==> config.mk <==
export PLATFORM = sky130hd
export DESIGN_NAME = ldpm_cfg
export DESIGN_NICKNAME = d
export VERILOG_FILES = /design/src/sv/ldpm_pkg.sv /design/src/sv/ldpm_cfg.sv
export SDC_FILE = /design/constraint.sdc
export NUM_CORES = 1
export LEC_CHECK = 0
export BUFFER_PORTS_ARGS = -buffer_cell sky130_fd_sc_hd__buf_4
export CAP_MARGIN = 10
export CORE_MARGIN = 5
export CORE_UTILIZATION = 45
export DETAILED_ROUTE_END_ITERATION = 10
export PLACE_DENSITY_LB_ADDON = 0.2
export SLEW_MARGIN = 10
export SYNTH_ARGS = -nofsm -noshare
export SYNTH_HDL_FRONTEND = slang
export SYNTH_SLANG_ARGS = --single-unit
==> constraint.sdc <==
create_clock -name clk -period 3.35 [get_ports clk]
set_clock_uncertainty 0.05 [all_clocks]
set_input_delay 0.335 -clock clk [delete_from_list [all_inputs] [get_ports clk]]
set_output_delay 0.335 -clock clk [all_outputs]
set_load 0.01 [all_outputs]
==> src/sv/ldpm_pkg.sv <==
// ----------------------------------------------------------------------------
// ldpm_pkg
// Shared types, constants and fixed point helpers for the lens distortion
// point map.
// ----------------------------------------------------------------------------
package ldpm_pkg;

  localparam int ADDR_W = 6;
  localparam int DATA_W = 64;
  localparam int SUM_W  = 48;
  localparam int M28_W  = 36;
  localparam int M27_W  = 37;
  localparam int TS_W   = 39;

  localparam logic [2:0] REG_PP    = 3'd0;
  localparam logic [2:0] REG_INV_X = 3'd1;
  localparam logic [2:0] REG_INV_Y = 3'd2;
  localparam logic [2:0] REG_K1    = 3'd3;
  localparam logic [2:0] REG_K2    = 3'd4;
  localparam logic [2:0] REG_K3    = 3'd5;
  localparam logic [2:0] REG_P1    = 3'd6;
  localparam logic [2:0] REG_P2    = 3'd7;

  localparam logic signed [SUM_W-1:0] S32_MAX = SUM_W'(64'sd2147483647);
  localparam logic signed [SUM_W-1:0] S32_MIN = SUM_W'(-64'sd2147483648);
  localparam logic signed [SUM_W-1:0] ONE_Q28 = SUM_W'(64'sd268435456);

  typedef struct packed {
    logic [23:0]        ppx;
    logic [23:0]        ppy;
    logic [31:0]        inv_fx;
    logic [31:0]        inv_fy;
    logic signed [31:0] k1;
    logic signed [31:0] k2;
    logic signed [31:0] k3;
    logic signed [31:0] p1;
    logic signed [31:0] p2;
  } cfg_t;

  typedef struct packed {
    logic               clip;
    logic signed [31:0] val;
  } sat_t;

  typedef struct packed {
    logic signed [31:0] x;
    logic signed [31:0] y;
    logic               sat;
    logic               last;
  } norm_t;

  typedef struct packed {
    logic signed [31:0]     x;
    logic signed [31:0]     y;
    logic signed [31:0]     f;
    logic signed [TS_W-1:0] tx;
    logic signed [TS_W-1:0] ty;
    logic                   sat;
    logic                   last;
  } dist_t;

  typedef struct packed {
    logic signed [31:0] cam_x;
    logic signed [31:0] cam_y;
    logic               sat;
    logic               last;
  } res_t;

  function automatic sat_t sat32(input logic signed [SUM_W-1:0] v);
    sat_t s;
    s.clip = 1'b0;
    s.val  = v[31:0];
    if (v > S32_MAX) begin
      s.clip = 1'b1;
      s.val  = 32'sh7fffffff;
    end else if (v < S32_MIN) begin
      s.clip = 1'b1;
      s.val  = 32'sh80000000;
    end
    return s;
  endfunction

  function automatic logic signed [M28_W-1:0] mulsh28(input logic signed [31:0] a,
                                                      input logic signed [31:0] b);
    logic signed [63:0] p;
    p = a * b;
    return p[63:28];
  endfunction

  function automatic logic signed [M27_W-1:0] mulsh27(input logic signed [31:0] a,
                                                      input logic signed [31:0] b);
    logic signed [63:0] p;
    p = a * b;
    return p[63:27];
  endfunction

endpackage

==> src/sv/ldpm_cfg.sv <==
// ----------------------------------------------------------------------------
// ldpm_cfg
// Register file behind the APB-style port: principal point, inverse focal
// lengths and distortion coefficients.
// ----------------------------------------------------------------------------
module ldpm_cfg import ldpm_pkg::*; (
  input  logic              clk,
  input  logic              rst_n,
  input  logic              psel,
  input  logic              penable,
  input  logic              pwrite,
  input  logic [ADDR_W-1:0] paddr,
  input  logic [DATA_W-1:0] pwdata,
  output logic [DATA_W-1:0] prdata,
  output logic              pready,
  output cfg_t              cfg
);

  cfg_t       cfg_r;
  logic [2:0] idx;
  logic       wr;

  assign idx    = paddr[ADDR_W-1:3];
  assign wr     = psel && penable && pwrite;
  assign pready = 1'b1;
  assign cfg    = cfg_r;

  always_ff @(posedge clk) begin
    if (!rst_n) begin
      cfg_r <= '0;
    end else if (wr) begin
      case (idx)
        REG_PP: begin
          cfg_r.ppx <= pwdata[47:24];
          cfg_r.ppy <= pwdata[23:0];
        end
        REG_INV_X: cfg_r.inv_fx <= pwdata[31:0];
        REG_INV_Y: cfg_r.inv_fy <= pwdata[31:0];
        REG_K1:    cfg_r.k1 <= pwdata[31:0];
        REG_K2:    cfg_r.k2 <= pwdata[31:0];
        REG_K3:    cfg_r.k3 <= pwdata[31:0];
        REG_P1:    cfg_r.p1 <= pwdata[31:0];
        REG_P2:    cfg_r.p2 <= pwdata[31:0];
        default: begin
        end
      endcase
    end
  end

  always_comb begin
    case (idx)
      REG_PP:    prdata = {16'd0, cfg_r.ppx, cfg_r.ppy};
      REG_INV_X: prdata = {32'd0, cfg_r.inv_fx};
      REG_INV_Y: prdata = {32'd0, cfg_r.inv_fy};
      REG_K1:    prdata = {32'd0, cfg_r.k1};
      REG_K2:    prdata = {32'd0, cfg_r.k2};
      REG_K3:    prdata = {32'd0, cfg_r.k3};
      REG_P1:    prdata = {32'd0, cfg_r.p1};
      REG_P2:    prdata = {32'd0, cfg_r.p2};
      default:   prdata = '0;
    endcase
  end

endmodule

==> summary.txt <==
Run status
  • Status: complete, no violations

Yosys
  • Sequential area share after synthesis: 42.9%
  • Most area-hungry cell type in the Yosys netlist: dfxtp_1
  • Top FF cell, synth: dfxtp_1
  • Mapped Avg Cell Area: 8.04 um^2
  • Post-Synthesis Cells: 1577
  • Top-count cell post-synth: nand2_1
  • Most instantiated cells after synthesis: 548 x nand2_1, 272 x dfxtp_1, 146 x a21boi_0
  • Async set-reset flop share out of synthesis: 0%
  • Mapped cell area: 12700 um^2
  • Unique masters post-synth: 29
  • Top cells by area, synth: dfxtp_1 43%, nand2_1 16%, a21boi_0 8.6%
  • Post-synth EDFFs: 0
  • Synth top area share: 42.9%
  • Synth warn: 0
  • Yosys reg bits: 272

Critical path
  • Startpoint types: input port
  • Reg-to-reg critical path endpoint: cfg[21]
  • R2R Setup Slk: 2560 ps
  • CP Class: input port to output pin
  • Startpoint of the worst register-to-register path: cfg[21]
  • Setup crit end kind: output pin
  • CP arrival: 2380 ps
  • Max FO, Critical Path: 38
  • R2R cell count: 2
  • Required time of the worst setup path: 2960 ps

Drt
  • Vias: 12200
  • Drt total wl: 46.7 mm
  • Drt drc: 0
  • DRT iter0 DRCs: 904
  • WL per Instance: 20.6 um
  • DR vias/cell: 5.38
  • Post-detailed-route count of antenna-violating nets: 0
  • Drt pass-1 iters: 5

Placement
  • IO Port Bufs: 375
  • RePlAce Congestion: 0.826
  • Hpwl dp: 30.4 mm
  • DP Cell Count: 2199

STA
  • Final worst-path cycle share: 82.6%
  • RSZ-0062 raised after global routing: false
  • Final setup fails: 0
  • Fmax: 362 MHz
  • Period minus WS final: 2770 ps
  • Setup TNS: 0 ps
  • Final hold viol count: 0
  • Final Max Tran Viols: 0
  • Rel. slew slack: 35.1%
  • Slew at the pin closest to its max-slew limit: 973 ps

Global routing
  • Largest net degree at the start of global routing: 106
  • Vias in the first global route: 11700
  • First-pass GRT wire length: 69.5 mm
  • Overall routing resource usage: 28.0%
  • Initial antenna violation count: 0
  • Grt ovf: 0

Worst hold path
  • Endpoint, Worst Hold: cfg[46]
  • Worst hold path type: input port to flip-flop
  • Hold_sp: pwdata[14]
  • Hold depth: 3

Final layout
  • Fillcell total: 2573
  • Finished Layout Cells: 2264
  • Area delta synth->final: 30.4%
  • Final core occ: 59.5%
  • Layout cells sized above 1: 26.4%
  • ANT cells: 0
  • Fin nets: 1943
  • Multi-input logic area: 6280 um^2
  • Largest register FFs: 272
  • FF+latch area: 5450 um^2

Floorplan
  • Cell Rows: 61
  • Die width: 178 um
  • Die Ht: 178 um
  • Core area: 27800 um^2
  • Die area: 31600 um^2
  • # IOs: 412
  • Initial Util: 45.7%

Clock network
  • Clk sinks: 272
  • Worst-path clk slew: 60 ps
  • Skew-Pair Late Insertion Delay: 540 ps
  • Cts bufs inserted: 30
  • Post-CTS setup buffers: 0
  • Cts repair resizes: 0
  • CTS Root Cell: clkbuf_16
  • H-tree depth: 1
  • CTS Hold Buffers Added: 15
  • CTS tree: done
  • Max clock buf depth: 3

Power
  • Leakage: 6.62 nW
  • Peak VDD IR: 0.327 mV
  • Pwr dens: 429 nW/um^2

Flow run
  • Maxcap violations: 0
[critical path, stage by stage]
cell and delay, ps:
buf_4 380, nand2b_1 330, nor2_4 570, buf_4 300, a221oi_1 100, nor2_1 180, buf_4 150
[per-stage QoR]
step                      setup WS [ps]  power (mW)  instance area [um^2]  hold WS, ps
after floorplan                    1490        3.69                 12700          430
after detailed placement            650        3.89                 15400          413
after CTS                           639        7.14                 16500         4.88
final                               584        7.10                 16500         30.1
after global placement              649        3.89                 15400          406
after global routing                516        7.33                 16500         14.3
[routing by layer]
metal	part of all wire [%]	wire, um	GRT usage (%)
met5	0	0	0
met4	2.6	1220	8.19
met3	8.8	4130	7.20
met2	48	22300	47.3
met1	41	19100	35.5
[area by class of cell]
| type | count | share of cell area (%) |
|---|---|---|
| repair buffers | 419 | 19.6 |
| flip-flops and latches | 272 | 32.9 |
| well taps | 378 | 2.86 |
| inverters | 33 | 0.749 |
| clock inverters | 4 | 0.272 |
| multi-input cells | 1112 | 38.0 |
| clock buffers | 46 | 5.64 |
[worst max path at each step]
| stage | slack [ps] | endpoint | startpoint | cells past startpoint |
|---|---|---|---|---|
| after floorplan | 1490 | prdata[0] | paddr[4] | 6 |
| after global placement | 650 | prdata[30] | paddr[3] | 7 |
| after detailed placement | 650 | prdata[42] | paddr[3] | 5 |
| after CTS | 640 | prdata[42] | paddr[3] | 5 |
| after global routing | 520 | prdata[30] | paddr[3] | 7 |
| final | 580 | prdata[30] | paddr[3] | 7 |
[placed cells by master (no fill, tap or decap), types with 2 or more instances in the layout]
cell,netlist,final
clkbuf_8,0,10
nor2_1,66,59
nor2b_1,3,2
mux2_2,26,26
nand2b_1,9,9
clkbuf_1,61,5
a21boi_1,126,126
mux2i_1,26,26
nand2_1,548,547
a21oi_1,13,13
or3_2,0,2
a22o_1,37,37
nor2_4,0,7
a21boi_0,146,146
buf_4,51,399
clkinv_2,0,3
dfxtp_1,272,272
buf_12,0,4
a221oi_1,57,57
nor3_4,0,2
clkbuf_16,0,31
dlygate4sd3_1,0,15
conb_1,2,17
a22oi_1,6,6
inv_1,33,33
and2_1,17,17
or2_2,5,6
[report_power, final]
group / switching, mW / internal, mW / total (mW) / leakage (nW)
clock: 1.29 / 1.96 / 3.26 / 0.486
sequential: 0.0201 / 3.26 / 3.28 / 2.19
combinational: 0.333 / 0.228 / 0.560 / 3.94
[logic make-up (layout without fill, tap and decap cells)]
group,Yosys count,after routing,synth area share (%)
flip-flops,272,272,42.9
multiplexers,52,52,4.36
AO/OA/AOI/OAI,387,387,23.6
buffers and inverters,208,502,8.63
other,2,17,0.0592
AND/OR/NAND/NOR,656,656,20.5
(Power assumes the default switching activity.)
