`src/sv/ldpm_pkg.sv`:
```
// ----------------------------------------------------------------------------
// ldpm_pkg
// Shared types, constants and fixed point helpers for the lens distortion
// point map.
// ----------------------------------------------------------------------------
package ldpm_pkg;

  localparam int ADDR_W = 6;
  localparam int DATA_W = 64;
  localparam int SUM_W  = 48;
  localparam int M28_W  = 36;
  localparam int M27_W  = 37;
  localparam int TS_W   = 39;

  localparam logic [2:0] REG_PP    = 3'd0;
  localparam logic [2:0] REG_INV_X = 3'd1;
  localparam logic [2:0] REG_INV_Y = 3'd2;
  localparam logic [2:0] REG_K1    = 3'd3;
  localparam logic [2:0] REG_K2    = 3'd4;
  localparam logic [2:0] REG_K3    = 3'd5;
  localparam logic [2:0] REG_P1    = 3'd6;
  localparam logic [2:0] REG_P2    = 3'd7;

  localparam logic signed [SUM_W-1:0] S32_MAX = SUM_W'(64'sd2147483647);
  localparam logic signed [SUM_W-1:0] S32_MIN = SUM_W'(-64'sd2147483648);
  localparam logic signed [SUM_W-1:0] ONE_Q28 = SUM_W'(64'sd268435456);

  typedef struct packed {
    logic [23:0]        ppx;
    logic [23:0]        ppy;
    logic [31:0]        inv_fx;
    logic [31:0]        inv_fy;
    logic signed [31:0] k1;
    logic signed [31:0] k2;
    logic signed [31:0] k3;
    logic signed [31:0] p1;
    logic signed [31:0] p2;
  } cfg_t;

  typedef struct packed {
    logic               clip;
    logic signed [31:0] val;
  } sat_t;

  typedef struct packed {
    logic signed [31:0] x;
    logic signed [31:0] y;
    logic               sat;
    logic               last;
  } norm_t;

  typedef struct packed {
    logic signed [31:0]     x;
    logic signed [31:0]     y;
    logic signed [31:0]     f;
    logic signed [TS_W-1:0] tx;
    logic signed [TS_W-1:0] ty;
    logic                   sat;
    logic                   last;
  } dist_t;

  typedef struct packed {
    logic signed [31:0] cam_x;
    logic signed [31:0] cam_y;
    logic               sat;
    logic               last;
  } res_t;

  function automatic sat_t sat32(input logic signed [SUM_W-1:0] v);
    sat_t s;
    s.clip = 1'b0;
    s.val  = v[31:0];
    if (v > S32_MAX) begin
      s.clip = 1'b1;
      s.val  = 32'sh7fffffff;
    end else if (v < S32_MIN) begin
      s.clip = 1'b1;
      s.val  = 32'sh80000000;
    end
    return s;
  endfunction

  function automatic logic signed [M28_W-1:0] mulsh28(input logic signed [31:0] a,
                                                      input logic signed [31:0] b);
    logic signed [63:0] p;
    p = a * b;
    return p[63:28];
  endfunction

  function automatic logic signed [M27_W-1:0] mulsh27(input logic signed [31:0] a,
                                                      input logic signed [31:0] b);
    logic signed [63:0] p;
    p = a * b;
    return p[63:27];
  endfunction

endpackage

```
`src/sv/ldpm_norm.sv`:
```
// ----------------------------------------------------------------------------
// ldpm_norm
// Three stage front end: principal point offset, scaling by the inverse
// focal length, and clipping to signed Q4.28.
// ----------------------------------------------------------------------------
module ldpm_norm import ldpm_pkg::*; #(
  parameter int PIXEL_BITS = 12
) (
  input  logic                  clk,
  input  logic                  rst_n,
  input  cfg_t                  cfg,
  input  logic                  in_valid,
  output logic                  in_ready,
  input  logic [PIXEL_BITS-1:0] pixel_x,
  input  logic [PIXEL_BITS-1:0] pixel_y,
  input  logic                  last_in,
  output logic                  out_valid,
  input  logic                  out_ready,
  output norm_t                 out_word
);

  localparam int N  = 3;
  localparam int DW = ((PIXEL_BITS + 12 > 24) ? PIXEL_BITS + 12 : 24) + 1;
  localparam int PW = DW + 33;

  logic [N-1:0] v_r;
  logic [N-1:0] en;

  logic signed [DW-1:0] dx_r, dy_r;
  logic                 last0_r;
  logic signed [PW-1:0] px_r, py_r;
  logic                 last1_r;
  norm_t                out_r;

  logic signed [DW-1:0] dx_nxt, dy_nxt;
  logic signed [PW-1:0] px_nxt, py_nxt;
  sat_t                 sx, sy;

  always_comb begin
    en[N-1] = !v_r[N-1] || out_ready;
    for (int i = N - 2; i >= 0; i--) begin
      en[i] = !v_r[i] || en[i+1];
    end
  end

  assign in_ready  = en[0];
  assign out_valid = v_r[N-1];
  assign out_word  = out_r;

  always_ff @(posedge clk) begin
    if (!rst_n) begin
      v_r <= '0;
    end else begin
      if (en[0]) v_r[0] <= in_valid;
      for (int i = 1; i < N; i++) begin
        if (en[i]) v_r[i] <= v_r[i-1];
      end
    end
  end

  always_comb begin
    dx_nxt = DW'({pixel_x, 12'd0}) - DW'(cfg.ppx);
    dy_nxt = DW'({pixel_y, 12'd0}) - DW'(cfg.ppy);
    px_nxt = dx_r * $signed({1'b0, cfg.inv_fx});
    py_nxt = dy_r * $signed({1'b0, cfg.inv_fy});
    sx     = sat32(SUM_W'($signed(px_r[PW-1:16])));
    sy     = sat32(SUM_W'($signed(py_r[PW-1:16])));
  end

  always_ff @(posedge clk) begin
    if (en[0]) begin
      dx_r    <= dx_nxt;
      dy_r    <= dy_nxt;
      last0_r <= last_in;
    end
    if (en[1]) begin
      px_r    <= px_nxt;
      py_r    <= py_nxt;
      last1_r <= last0_r;
    end
    if (en[2]) begin
      out_r.x    <= sx.val;
      out_r.y    <= sy.val;
      out_r.sat  <= sx.clip || sy.clip;
      out_r.last <= last1_r;
    end
  end

endmodule

```
`config.mk`:
```
export PLATFORM = sky130hd
export DESIGN_NAME = ldpm_norm
export DESIGN_NICKNAME = d
export VERILOG_FILES = /design/src/sv/ldpm_pkg.sv /design/src/sv/ldpm_norm.sv
export SDC_FILE = /design/constraint.sdc
export NUM_CORES = 2
export LEC_CHECK = 0
export ABC_CLOCK_PERIOD_IN_PS = 7050
export BUFFER_PORTS_ARGS = -buffer_cell sky130_fd_sc_hd__buf_2
export CORE_ASPECT_RATIO = 0.7
export CORE_UTILIZATION = 30
export DETAILED_ROUTE_END_ITERATION = 8
export MAX_ROUTING_LAYER = met4
export PLACE_DENSITY_LB_ADDON = 0.25
export SLEW_MARGIN = 10
export SYNTH_ARGS = -nofsm -noshare
export SYNTH_HDL_FRONTEND = slang
export SYNTH_SLANG_ARGS = --single-unit
export TNS_END_PERCENT = 20
```
`constraint.sdc`:
```
create_clock -name clk -period 7.05 [get_ports clk]
set_input_delay 0.705 -clock clk [delete_from_list [all_inputs] [get_ports clk]]
set_output_delay 0.705 -clock clk [all_outputs]
set_load 0.05 [all_outputs]
```
==> results.md <==
- Layout cells sized above 1: 0.170
- Mapped cell area: 60300 um^2
- Slew headroom: 0.276
- CTS H-Tree Depth: 1
- DP Area: ~69000 um^2
- Most frequent cells in the layout: inv_1, fa_1, nand2_1
- Outcome: finished, violations left
- Nets: 9132
- Cell Rows: 137
- Mapped Nets: between 8k and 9k
- Final instance area: about 72000 um^2
- Max-Cap Viols: 0
- Critical Path Start Type: register
- Core Util, Final: 0.361
- Failing checks: negative setup slack
- RSZ-0062 raised after global routing: yes
- Netlist cell types: between 70 and 80
- Total wire length: 181000 um
- Multi-input logic area: 48500 um^2
- Router iterations before antenna repair: 5
- Gate count of the mapped netlist: 6399
- Arr. time, crit path: around 7500 ps
- Dpl cells: 9544
- Max Clock Skew: ~31 ps
- Initial core utilization: 0.302
- Commonest non-fill, non-tap cell in the layout: inv_1
- Core area: about 200000 um^2
- Critical path type: register to register
- Worst Hold Slack: about 250 ps
- Vias in the first global route: just under 50k
- Fmax achieved: 141 MHz
- Syn. warnings: 0
- Antenna violation net count after detailed routing: 0
- Slew of the pin with the lowest slew margin: between 1000 and 1500 ps
- Final Non-Filler Cells: between 9k and 10k
- Post-route setup slack: -45.6 ps
- Post-synthesis async set-or-reset flop share: 0
- Tmin final: 7100 ps
- All-layer global routing usage: 0.189
- Initial antenna violation count: 16
- First-pass GRT wire length: between 200000 and 300000 um
- Worst min-delay path class: input pin to register
- Number of port buffers: between 200 and 250
- Die height: about 380 um
- Die width: 538 um
- Grt total ovfl: 0
- WP data required: approximately 7500 ps
- Reg area: about 6100 um^2
- Hold Vio Cnt, Final: 0
- Post-DP HPWL: ~160000 um
- WHS Path Cells: 1
- Area Growth Syn to Fin: 19.3%
- Final Setup Violations: 3
- Wirelength per Cell: 18.7 um
- Synth Register Bits: about 200
- Largest area contributor in the netlist: fa_1
- CP Max Fanout: 8
- Most used DFF post-synth: edfxtp_1
- I/O pin cnt: between 300 and 400
- Die Area: between 200000 and 250000 um^2
- Clock sink count: a little over 200
- Period utilization: 1.01
- Global placement routability congestion: approximately 0.90
- Clock root buffer: clkbuf_16
- R2R cell count: 25
- Largest net degree at the start of global routing: 55
- Dominant cells by area after synthesis: fa_1, edfxtp_1, ha_1, inv_1, and2_1
- CP endpoint kind: register
- Yosys top cell area share: 0.456
- EDFF count, synth: just over 200
- CTS tree: built
- Detailed Route Iter0 Violations: 2589
- DR vias: 44.3k
- Cts bufs inserted: 30
- Sequential-to-total area share from yosys stat: 0.102
- Clock buffer depth: 3
- Vias per cell: ~4.6
- Hold-fix buffers, CTS: 0
- Avg Cell Area, Syn: ~9.4 um^2
- DRC: 0
- Clk_lat worst skew: about 640 ps
- Slew Viols, Final: 0
- Fillers: roughly 20k
- Clock transition at the registers of the reported paths: about 60 ps
critical path: stages, from the launching register on:
cell      delay (ps)
edfxtp_1         410
buf_12           160
buf_4            160
and2_1           170
fa_1             410
fa_1             560
inv_1             60
fa_1             550
fa_1             440
fa_1             540
inv_2             50
fa_1             540
inv_1             60
fa_1             520
inv_2             50
ha_4             280
buf_4            100
nand2_1           80
nor3_2           230
nand2_1           90
a211oi_2         150
a211o_1          200
a21oi_2           80
buf_4            150
o41a_1           450
xnor2_1          350
final cells by class:
type                       instances  area share
clock inverter                    23     0.00372
clock buffer                      33      0.0107
antenna                            9    0.000313
multi-input combinational       4371       0.675
inverter                        1490      0.0778
tap                             2641      0.0460
sequential                       205      0.0852
timing repair buffer             889       0.102
registers in the layout (all words and copies together), names as in the netlist:
signal and flops:
dx_r 25, dy_r 25, last0_r 1, last1_r 1, out_word 66, px_r 42
py_r 42, v_r 3
worst paths after layout:
check | to | slack [ps] | start
worst max-delay path | py_r[41] | -50 | dy_r[9]
worst min-delay path | last0_r | 250 | last_in
worst max register to register | py_r[41] | -50 | dy_r[9]
worst min register to register | last1_r | 420 | last0_r
metrics by stage:
stage / setup WS [ps] / setup TNS, ps
detailed placement: -726 / -25450
finish: -45.6 / -52.8
global route: -264 / -2930
global placement: -764 / -23280
CTS: -31.1 / -105
floorplan: 2.29 / 0
layer usage:
| metal | track usage | vias up | wire length (um) |
|---|---|---|---|
| met2 | 0.260 | 1242 | 72600 |
| met1 | 0.289 | 22800 | 91800 |
| met5 | - | - | 0 |
| met3 | 0.0296 | 145 | 12800 |
| li1 | - | 20100 | - |
| met4 | 0.0353 | 0 | 3900 |
cells in the mapped netlist, types with 6 or more instances:
library cell and number:
nand2_1 874, nand2b_1 34, a21o_1 95, buf_1 7, o211ai_1 6, o21ai_1 11
nand3_1 19, o21bai_1 29, a221oi_1 11, xor2_1 45, fa_1 1372, nor3_1 21
and2_1 808, a211oi_1 9, edfxtp_1 202, inv_1 1489, a21oi_1 138, xnor2_1 86
clkbuf_1 325, or2_2 7, nand4_1 41, nor4_1 9, o31ai_1 9, nor2b_1 33
ha_1 472, nor2_1 86, and3_1 16, a31oi_1 15, o21a_1 7, o21ai_0 48
repair_timing:
action	4_1_cts	5_1_grt
pin swaps	122	142
resized for setup	149	178
gates cloned	3	2
setup endpoints to repair	45	50
setup buffers	22	25
kinds of logic (layout without fill, tap and decap cells):
group / Yosys count / in the layout / synth area share
fa+ha+maj: 1844 / 1844 / 0.554
other cells: 0 / 9 / 0
compound gates: 428 / 428 / 0.0475
buf+inv: 1823 / 2435 / 0.114
xor+xnor: 131 / 131 / 0.0190
simple gates: 1967 / 1967 / 0.164
mux: 1 / 1 / 0.000166
flops: 205 / 205 / 0.102
Power is left out: the tool's default activity adds up to more than one toggle a clock period on the data nets, which glitch-free logic cannot reach.
